==> config.mk <==
export PLATFORM = sky130hd
export DESIGN_NAME = tcs_emit
export DESIGN_NICKNAME = d
export VERILOG_FILES = /design/src/hw/rtl/text_console_with_scrollback_core_assert.svh /design/src/hw/rtl/tcs_pkg.sv /design/src/hw/rtl/tcs_emit.sv
export SDC_FILE = /design/constraint.sdc
export NUM_CORES = 1
export LEC_CHECK = 0
export ABC_AREA = 1
export BUFFER_PORTS_ARGS = -buffer_cell sky130_fd_sc_hd__buf_2
export CELL_PAD_IN_SITES_DETAIL_PLACEMENT = 1
export CELL_PAD_IN_SITES_GLOBAL_PLACEMENT = 2
export CORE_MARGIN = 2
export CORE_UTILIZATION = 29
export CTS_CLUSTER_DIAMETER = 120
export DETAILED_ROUTE_END_ITERATION = 10
export GPL_TIMING_DRIVEN = 0
export HOLD_SLACK_MARGIN = 0.02
export PLACE_DENSITY_LB_ADDON = 0.2
export SLEW_MARGIN = 20
export SYNTH_ARGS = -nofsm -noshare
export SYNTH_HDL_FRONTEND = slang
export SYNTH_SLANG_ARGS = --single-unit
==> constraint.sdc <==
create_clock -name clk -period 1.65 [get_ports clk]
set_clock_uncertainty 0.15 [all_clocks]
set_input_delay 0.165 -clock clk [delete_from_list [all_inputs] [get_ports clk]]
set_output_delay 0.165 -clock clk [all_outputs]
set_load 0.005 [all_outputs]
==> src/hw/rtl/text_console_with_scrollback_core_assert.svh <==
// Assertion macros for the text console core.
// Needs a clock named clk and an active-low reset named rst_n in the including scope.
`ifndef TEXT_CONSOLE_WITH_SCROLLBACK_CORE_ASSERT_SVH
`define TEXT_CONSOLE_WITH_SCROLLBACK_CORE_ASSERT_SVH

// Consequent must hold in the same cycle as the antecedent.
`define TCS_ASSERT_SAME(lbl, ante, cons, msg) \
  lbl: assert property (@(posedge clk) disable iff (!rst_n) (ante) |-> (cons)) \
    else $error(msg);

// Consequent must hold in the cycle after the antecedent.
`define TCS_ASSERT_NEXT(lbl, ante, cons, msg) \
  lbl: assert property (@(posedge clk) disable iff (!rst_n) (ante) |=> (cons)) \
    else $error(msg);

`endif

==> src/hw/rtl/tcs_pkg.sv <==
// Shared types and constants of the text console core.
// No dependencies; used by tcs_emit and text_console_with_scrollback_core.
package tcs_pkg;

  localparam logic [2:0] K_CHAR  = 3'd0;
  localparam logic [2:0] K_UP    = 3'd1;
  localparam logic [2:0] K_DOWN  = 3'd2;
  localparam logic [2:0] K_CLEAR = 3'd3;
  localparam logic [2:0] K_SETC  = 3'd4;
  localparam logic [2:0] K_READ  = 3'd5;

  localparam logic [7:0] CH_BS    = 8'd8;
  localparam logic [7:0] CH_TAB   = 8'd9;
  localparam logic [7:0] CH_NL    = 8'd10;
  localparam logic [7:0] CH_CR    = 8'd13;
  localparam logic [7:0] CH_SPACE = 8'd32;

  localparam logic [15:0] RESET_CELL = 16'h0720;
  localparam logic [7:0]  RESET_ATTR = 8'h07;

  typedef enum logic [2:0] {
    EM_NONE, EM_CHAR, EM_NL, EM_CR, EM_BS, EM_TAB
  } emode_t;

  typedef enum logic [3:0] {
    ST_INIT, ST_IDLE, ST_DECODE, ST_TAB, ST_SCR_COPY, ST_SCR_BLANK,
    ST_CLEAR, ST_READ, ST_DONE
  } state_t;

  typedef struct packed {
    emode_t      mode;
    logic [7:0]  ch;
    logic [3:0]  n;
    logic [15:0] cval;
    logic [4:0]  cy;
    logic [6:0]  cx;
    logic [8:0]  view;
  } job_t;

endpackage

==> src/hw/rtl/tcs_emit.sv <==
// Result emitter: holds one finished job and streams its result items.
// Depends on tcs_pkg (job_t, emode_t, character constants).
module tcs_emit (
  input  logic          clk,
  input  logic          rst_n,
  input  logic          load,
  input  tcs_pkg::job_t job,
  output logic          busy,
  output logic          out_tvalid,
  input  logic          out_tready,
  // serial_byte[7:0], cell_value[23:8], cursor_row[28:24], cursor_col[35:29],
  // cursor_visible[36], view_offset[45:37], zero[47:46]
  output logic [47:0]   out_tdata,
  // serial_valid[0]
  output logic          out_tuser,
  output logic          out_tlast
);

  tcs_pkg::job_t job_r;
  logic [3:0]    idx_r;
  logic          vld_r;
  logic [7:0]    byte_w;

  always_ff @(posedge clk) begin
    if (!rst_n) begin
      vld_r <= 1'b0;
      idx_r <= '0;
    end else if (load) begin
      vld_r <= 1'b1;
      idx_r <= '0;
    end else if (vld_r && out_tready) begin
      if (out_tlast) vld_r <= 1'b0;
      idx_r <= idx_r + 4'd1;
    end
  end

  always_ff @(posedge clk) begin
    if (load) job_r <= job;
  end

  always_comb begin
    byte_w = 8'd0;
    case (job_r.mode)
      tcs_pkg::EM_CHAR: byte_w = job_r.ch;
      tcs_pkg::EM_NL:   byte_w = (idx_r == 4'd0) ? tcs_pkg::CH_CR : tcs_pkg::CH_NL;
      tcs_pkg::EM_CR:   byte_w = tcs_pkg::CH_CR;
      tcs_pkg::EM_BS:   byte_w = (idx_r == 4'd1) ? tcs_pkg::CH_SPACE : tcs_pkg::CH_BS;
      tcs_pkg::EM_TAB:  byte_w = tcs_pkg::CH_SPACE;
      default:          byte_w = 8'd0;
    endcase
  end

  assign busy       = vld_r;
  assign out_tvalid = vld_r;
  assign out_tuser  = (job_r.mode != tcs_pkg::EM_NONE);
  assign out_tlast  = (idx_r == job_r.n - 4'd1);
  assign out_tdata  = {2'b00, job_r.view, (job_r.view == 9'd0), job_r.cx, job_r.cy,
                       job_r.cval, byte_w};

endmodule

==> summary.md, run 1 <==
| Metric | Value |
|---|---|
| Rel. slew slack | `54.8%` |
| Flops & latches, synth | `57` |
| Total GRT Usage | `14.3%` |
| Final hold viol count | `0` |
| Clk Latency, worst-skew pair | `320 ps` |
| RSZ-0062 raised after global routing | `true` |
| Net load switching power | `0.859 mW` |
| Largest net degree at the start of global routing | `54` |
| VDD IR max | `0.548 mV` |
| GR Overflow Total | `0` |
| Root buffer cell | `clkbuf_8` |
| Mapped cell area | `2440 um2` |
| FFs w/ async S/R, synth | `0%` |
| Syn avg cell area | `12.5 um2` |
| Final setup TNS | `-1590 ps` |
| DP HPWL | `3880 um` |
| Core Area | `8180 um2` |
| Achievable clock frequency | `0.540 GHz` |
| Period utilisation layout | `112%` |
| Crit path capture type | `primary output` |
| Hold slack | `42.2 ps` |
| Cells after Synth | `195` |
| Kind of critical path | `flip-flop to primary output` |
| Max cap viols | `0` |
| CTS buffer count | `9` |
| Commonest register cell after synthesis | `edfxtp_1` |
| Flop pwr share | `48.1%` |
| Status | `finished with violations` |
| First-pass GRT wire length | `9850 um` |
| Initial DRC Count | `27` |
| Die height | `95.7 um` |
| Antenna violations before repair | `0` |
| Tmin final | `1850 ps` |
| Initial Utilization | `29.8%` |
| Worst-path clk slew | `70 ps` |
| Post-synthesis sequential area ratio | `68.1%` |
| # IOs | `108` |
| 1st-pass router iterations | `4` |
| Setup ws final | `-202 ps` |
| Vias/cell | `3.98` |
| Wire per inst | `12.5 um` |
| Die area | `9160 um2` |
| Worst-path fanout max | `3` |
| Most common cell in the netlist | `edfxtp_1` |
| Share of the synthesized area in the top cell type | `64.0%` |
| Vias in the first global route | `2149` |
| Setup crit start kind | `flip-flop` |
| Yosys cell types | `23` |
| Int Pwr | `2.76 mW` |
| LEAKAGE | `1.86 nW` |
| Antenna-violating nets left | `0` |
| Syn-to-layout area delta | `67.4%` |
| Worst reg-to-reg setup slack | `170 ps` |
| ANT cells | `0` |
| Worst Path Required | `1330 ps` |
| Logic pwr share | `16.4%` |
| Clk buf depth | `2` |
| Failing checks | `setup timing` |
| Synth top cells by count | `52 x edfxtp_1, 40 x buf_4, 33 x nand2_1, 18 x inv_1, 10 x nor2_1` |
| Final Net Count | `441` |
| Max Slew Vio Count | `0` |
| CTS H-tree lvls | `3` |
| WL final | `6110 um` |
| Num rows | `33` |
| Via count | `1949` |
| Final routed DRC violation total | `0` |
| Pwr dens | `888 nW/um2` |
| Yosys top cell by area | `edfxtp_1` |
| CP arrival | `1540 ps` |
| TritonCTS clock tree | `done` |
| Worst slew pin tran | `677 ps` |
| Setup Viol. Count Final | `9` |
| Port Buffer Count | `105` |
| Net Sw Frac | `23.7%` |
| Area contributors post-synth | `edfxtp_1 64%, buf_4 12%, nand2_1 5.1%` |
| Total power draw | `3.62 mW` |
| Total clock sinks | `57` |
| GPL Wtd Cong | `0.706` |
| Worst Hold Class | `primary input to flip-flop` |
| Die W | `95.7 um` |
| Number of synthesized flops with an enable pin | `52` |
| Layout cells sized above 1 | `54.8%` |
| Clock network power share | `35.5%` |
| Yosys warnings | `0` |
## power groups by stage
stage | Clock (mW) | Sequential, mW | Combinational, mW
final | 1.29 | 1.74 | 0.594
after floorplan | 0 | 1.76 | 0.201
after global placement | 0 | 1.77 | 0.399
after detailed placement | 0 | 1.77 | 0.406
after global routing | 1.39 | 1.75 | 0.663
after CTS | 1.32 | 1.74 | 0.545
## logic make-up (layout without fill, tap and decap cells)
kind of cell / Yosys count / after routing / share of synthesized area [%]
and+or+nand+nor: 62 / 62 / 11.2
adders and majority gates: 5 / 5 / 2.57
other: 1 / 2 / 0.154
DFF: 57 / 57 / 68.1
buffers and inverters: 62 / 251 / 15.7
AOI/OAI and AO/OA: 8 / 8 / 2.26
## worst max-delay path, cell delays in order, from the launching register on
cell and delay [ps]:
edfxtp_1 450, buf_6 160, nor2_4 100, nand2_4 70, buf_4 130, buf_6 120, nor2_4 70, buf_2 110
## registers in the layout, indices dropped and copies added (netlist names)
register and flops:
idx_r 4, out_tdata 37, busy 1, job_r 15
## repair_timing
action,CTS,global route
endpoints found under the hold margin,53,0
endpoints found under the setup margin,6,10
hold buffers,53,0
buffers inserted,8,7
resized for setup,13,24
pin swaps,10,13
## per-layer routing
| layer | vias up | track usage (%) | wire length (um) | part of all wire (%) |
|---|---|---|---|---|
| li1 | 978 | - | - | - |
| met1 | 902 | 15.6 | 2350 | 38 |
| met2 | 67 | 25.9 | 3270 | 54 |
| met3 | 2 | 5.56 | 468 | 7.7 |
| met4 | 0 | 3.57 | 27 | 0.44 |
| met5 | - | 0 | 0 | 0 |
## layout by cell type (no fill, tap or decap), drive strengths merged, types with 3 or more instances in the layout
cell / count
buf: 160
nor4: 3
clkbuf: 10
dlygate4sd3: 53
ha: 5
nand2: 37
inv: 23
a21oi: 3
nand3: 5
edfxtp: 52
dfxtp: 5
nor2: 12
## final timing paths
kind / startpoint / end / depth (start not counted)
worst max register to register: job_r[37]$_DFFE_PP_ / busy$_SDFFE_PN0P_ / 10
worst min-delay path: out_tready / idx_r[1]$_SDFFE_PP0P_ / 3
worst min register to register: busy$_SDFFE_PN0P_ / busy$_SDFFE_PN0P_ / 2
worst max-delay path: job_r[50]$_DFFE_PP_ / out_tdata[4] / 7
## through the flow
stage                     area [um2]  setup slack (ps)  std cells  utilization [%]
after floorplan                 2440               206        196                -
after CTS                       3930              -245        483             48.1
final                           4080              -202        490             49.9
after detailed placement        3100             -19.4        406             37.9
after global routing            4080              -312        490             49.9
after global placement          3100              -266        406             37.9
## cell type report
class                   instances  area, um2
fillers                       923       4090
flip-flops and latches         57       1660
repair buffers                173       1190
multi-input cells              77        512
plain buffers                  40        300
well taps                     105        131
clock buffers                  10        128
inverters                      22       85.1
clock inverters                 6       67.6
Note: power is estimated with default switching activity, not from simulation.
==> inputs of run 2 (changes only) <==
--- a/config.mk
+++ b/config.mk
@@ -7,7 +7,7 @@
 export LEC_CHECK = 0
 export ABC_AREA = 1
 export BUFFER_PORTS_ARGS = -buffer_cell sky130_fd_sc_hd__buf_2
-export CELL_PAD_IN_SITES_DETAIL_PLACEMENT = 1
+export CELL_PAD_IN_SITES_DETAIL_PLACEMENT = 2
 export CELL_PAD_IN_SITES_GLOBAL_PLACEMENT = 2
 export CORE_MARGIN = 2
 export CORE_UTILIZATION = 29
==> summary.md, run 2 (synthesis gave the netlist of run 1 again) <==
| Metric | Value |
|---|---|
| Hold slack | `274 ps (was 42.2 ps)` |
| ANT cells | `0 (unchanged)` |
| Setup crit start kind | `flip-flop (unchanged)` |
| Wire per inst | `16.0 um (was 12.5 um)` |
| Vias/cell | `4.19 (was 3.98)` |
| Int Pwr | `2.74 mW (was 2.76 mW)` |
| Largest register FFs | `37 (unchanged)` |
| Logic pwr share | `16.8% (was 16.4%)` |
| Core Area | `8180 um2 (unchanged)` |
| Die height | `95.7 um (unchanged)` |
| Initial DRC Count | `50 (was 27)` |
| Final Cell Area | `4040 um2 (was 4080 um2)` |
| Worst Hold Class | `primary input to flip-flop (unchanged)` |
| # IOs | `108 (unchanged)` |
| Port Buffer Count | `105 (unchanged)` |
| LEAKAGE | `1.83 nW (was 1.86 nW)` |
| Total clock sinks | `57 (unchanged)` |
| Setup ws final | `-253 ps (was -202 ps)` |
| Pwr dens | `898 nW/um2 (was 888 nW/um2)` |
| 1st-pass router iterations | `4 (unchanged)` |
| Net Sw Frac | `24.4% (was 23.7%)` |
| Commonest non-fill, non-tap cell in the layout | `buf_2 (unchanged)` |
| Final setup TNS | `-1450 ps (was -1590 ps)` |
| Total GRT Usage | `17.7% (was 14.3%)` |
| First-pass GRT wire length | `11800 um (was 9850 um)` |
| Die W | `95.7 um (unchanged)` |
| Most frequent cells in the layout | `100 x buf_2, 54 x dlygate4sd3_1, 52 x edfxtp_1 (was 102 x buf_2, 53 x buf_4, 53 x dlygate4sd3_1)` |
| Die area | `9160 um2 (unchanged)` |
| RSZ-0062 raised after global routing | `true (unchanged)` |
| Vias in the first global route | `2287 (was 2149)` |
| Dpl cell area | `3100 um2 (unchanged)` |
| Syn-to-layout area delta | `65.8% (was 67.4%)` |
| GR Overflow Total | `0 (unchanged)` |
| Flop pwr share | `48.2% (was 48.1%)` |
| Max Slew Vio Count | `0 (unchanged)` |
| Final Net Count | `436 (was 441)` |
| Kind of critical path | `flip-flop to primary output (unchanged)` |
| Final core utilization | `49.4% (was 49.9%)` |
| Status | `finished with violations (unchanged)` |
| Hold path depth | `1 (was 3)` |
| Worst reg-to-reg setup slack | `200 ps (was 170 ps)` |
| CTS H-tree lvls | `3 (unchanged)` |
| Layout cells sized above 1 | `54.2% (was 54.8%)` |
| Num rows | `33 (unchanged)` |
| Net load switching power | `0.887 mW (was 0.859 mW)` |
| Largest net degree at the start of global routing | `54 (unchanged)` |
| Failing checks | `setup timing (unchanged)` |
| FILL cells | `844 (was 923)` |
| Antenna violations before repair | `0 (unchanged)` |
| Antenna-violating nets left | `0 (unchanged)` |
| Final routed DRC violation total | `0 (unchanged)` |
| Setup Viol. Count Final | `9 (unchanged)` |
| Total power draw | `3.63 mW (was 3.62 mW)` |
| Via count | `2031 (was 1949)` |
| Hold Crit Endpoint | `out_tdata[13]$_DFFE_PP_ (was idx_r[1]$_SDFFE_PP0P_)` |
| Tmin final | `1900 ps (was 1850 ps)` |
| Worst Hold Launch | `load (was out_tready)` |
| GPL Wtd Cong | `0.706 (unchanged)` |
| R2R Path End | `busy$_SDFFE_PN0P_ (unchanged)` |
| Worst slew pin tran | `708 ps (was 677 ps)` |
| CP arrival | `1590 ps (was 1540 ps)` |
| Root buffer cell | `clkbuf_8 (unchanged)` |
| FF-to-FF path depth | `8 (was 10)` |
| Achievable clock frequency | `0.525 GHz (was 0.540 GHz)` |
| Worst-path clk slew | `80 ps (was 70 ps)` |
| Worst Path Required | `1330 ps (about the same)` |
| Reg2Reg Launch Point | `job_r[37]$_DFFE_PP_ (unchanged)` |
| TritonCTS clock tree | `done (unchanged)` |
| Crit path capture type | `primary output (unchanged)` |
| Period utilisation layout | `115% (was 112%)` |
| Max cap viols | `0 (unchanged)` |
| Initial Utilization | `29.8% (unchanged)` |
| Worst-path fanout max | `3 (unchanged)` |
| Clock network power share | `35.0% (was 35.5%)` |
| VDD IR max | `0.541 mV (was 0.548 mV)` |
| CTS buffer count | `9 (unchanged)` |
| Final hold viol count | `0 (unchanged)` |
| WL final | `7760 um (was 6110 um)` |
| DP HPWL | `4280 um (was 3880 um)` |
| Rel. slew slack | `52.8% (was 54.8%)` |
| Clk buf depth | `2 (unchanged)` |
| Clk Latency, worst-skew pair | `330 ps (was 320 ps)` |
run 2: cell count changes in the layout (fill, tap and decap cells not counted), moves of 2 or more:
cell	delta
buf_4	-4
nand2_2	+3
buf_2	-2
clkinv_1	+2
nand2_1	-2
run 2: per-stage QoR:
stage | instances | setup slack [ps]
finish | 485 | -253
floorplan | 196 | 206
CTS | 483 | -259
detailed placement | 406 | -30.1
global route | 485 | -334
global placement | 406 | -266
run 2: critical path, stage by stage, from the launching register on:
cell,delay [ps]
edfxtp_1,470
ha_4,290
nor3_4,180
a32o_2,210
buf_6,100
run 2: how the worst max path moves through the flow:
stage,startpoint,end
floorplan,job_r[51]$_DFFE_PP_,out_tdata[1]
global placement,load,idx_r[2]$_SDFFE_PP0P_
detailed placement,job_r[51]$_DFFE_PP_,out_tdata[1]
CTS,job_r[51]$_DFFE_PP_,out_tdata[1]
global route,job_r[50]$_DFFE_PP_,out_tdata[1]
finish,job_r[50]$_DFFE_PP_,out_tdata[1]
run 2: metal layers:
layer | wire length (um) | vias to the layer above | global-route usage (%)
li1 | - | 972 | -
met1 | 2880 | 972 | 18.8
met2 | 4200 | 76 | 33.6
met3 | 575 | 11 | 6.11
met4 | 99 | 0 | 3.57
met5 | 0 | - | 0
run 2: power by group through the flow:
stage,Combinational (mW),Clock [mW],Sequential [mW]
after global routing,0.670,1.38,1.76
after CTS,0.564,1.27,1.75
final,0.609,1.27,1.75
after global placement,0.399,0,1.77
after floorplan,0.201,0,1.76
after detailed placement,0.412,0,1.77
run 2: cell type report:
| cell class | count | area (um2) | area share [%] |
|---|---|---|---|
| Clock buffer | 10 | 128 | 3.16 |
| Clock inverter | 6 | 58.8 | 1.45 |
| Inverter | 22 | 85.1 | 2.10 |
| Sequential cell | 57 | 1670 | 41.2 |
| Timing Repair Buffer | 168 | 1160 | 28.8 |
| Tap cell | 105 | 131 | 3.25 |
| Multi-Input combinational cell | 77 | 508 | 12.6 |
| Buffer | 40 | 300 | 7.43 |
run 2: timing repair:
item	in CTS	in global routing
cloned	0	0
endpoints found under the setup margin	7	10
hold buffers	54	0
pin swaps	10	16
endpoints found under the hold margin	55	0
buffers inserted	7	3
resized for setup	23	17
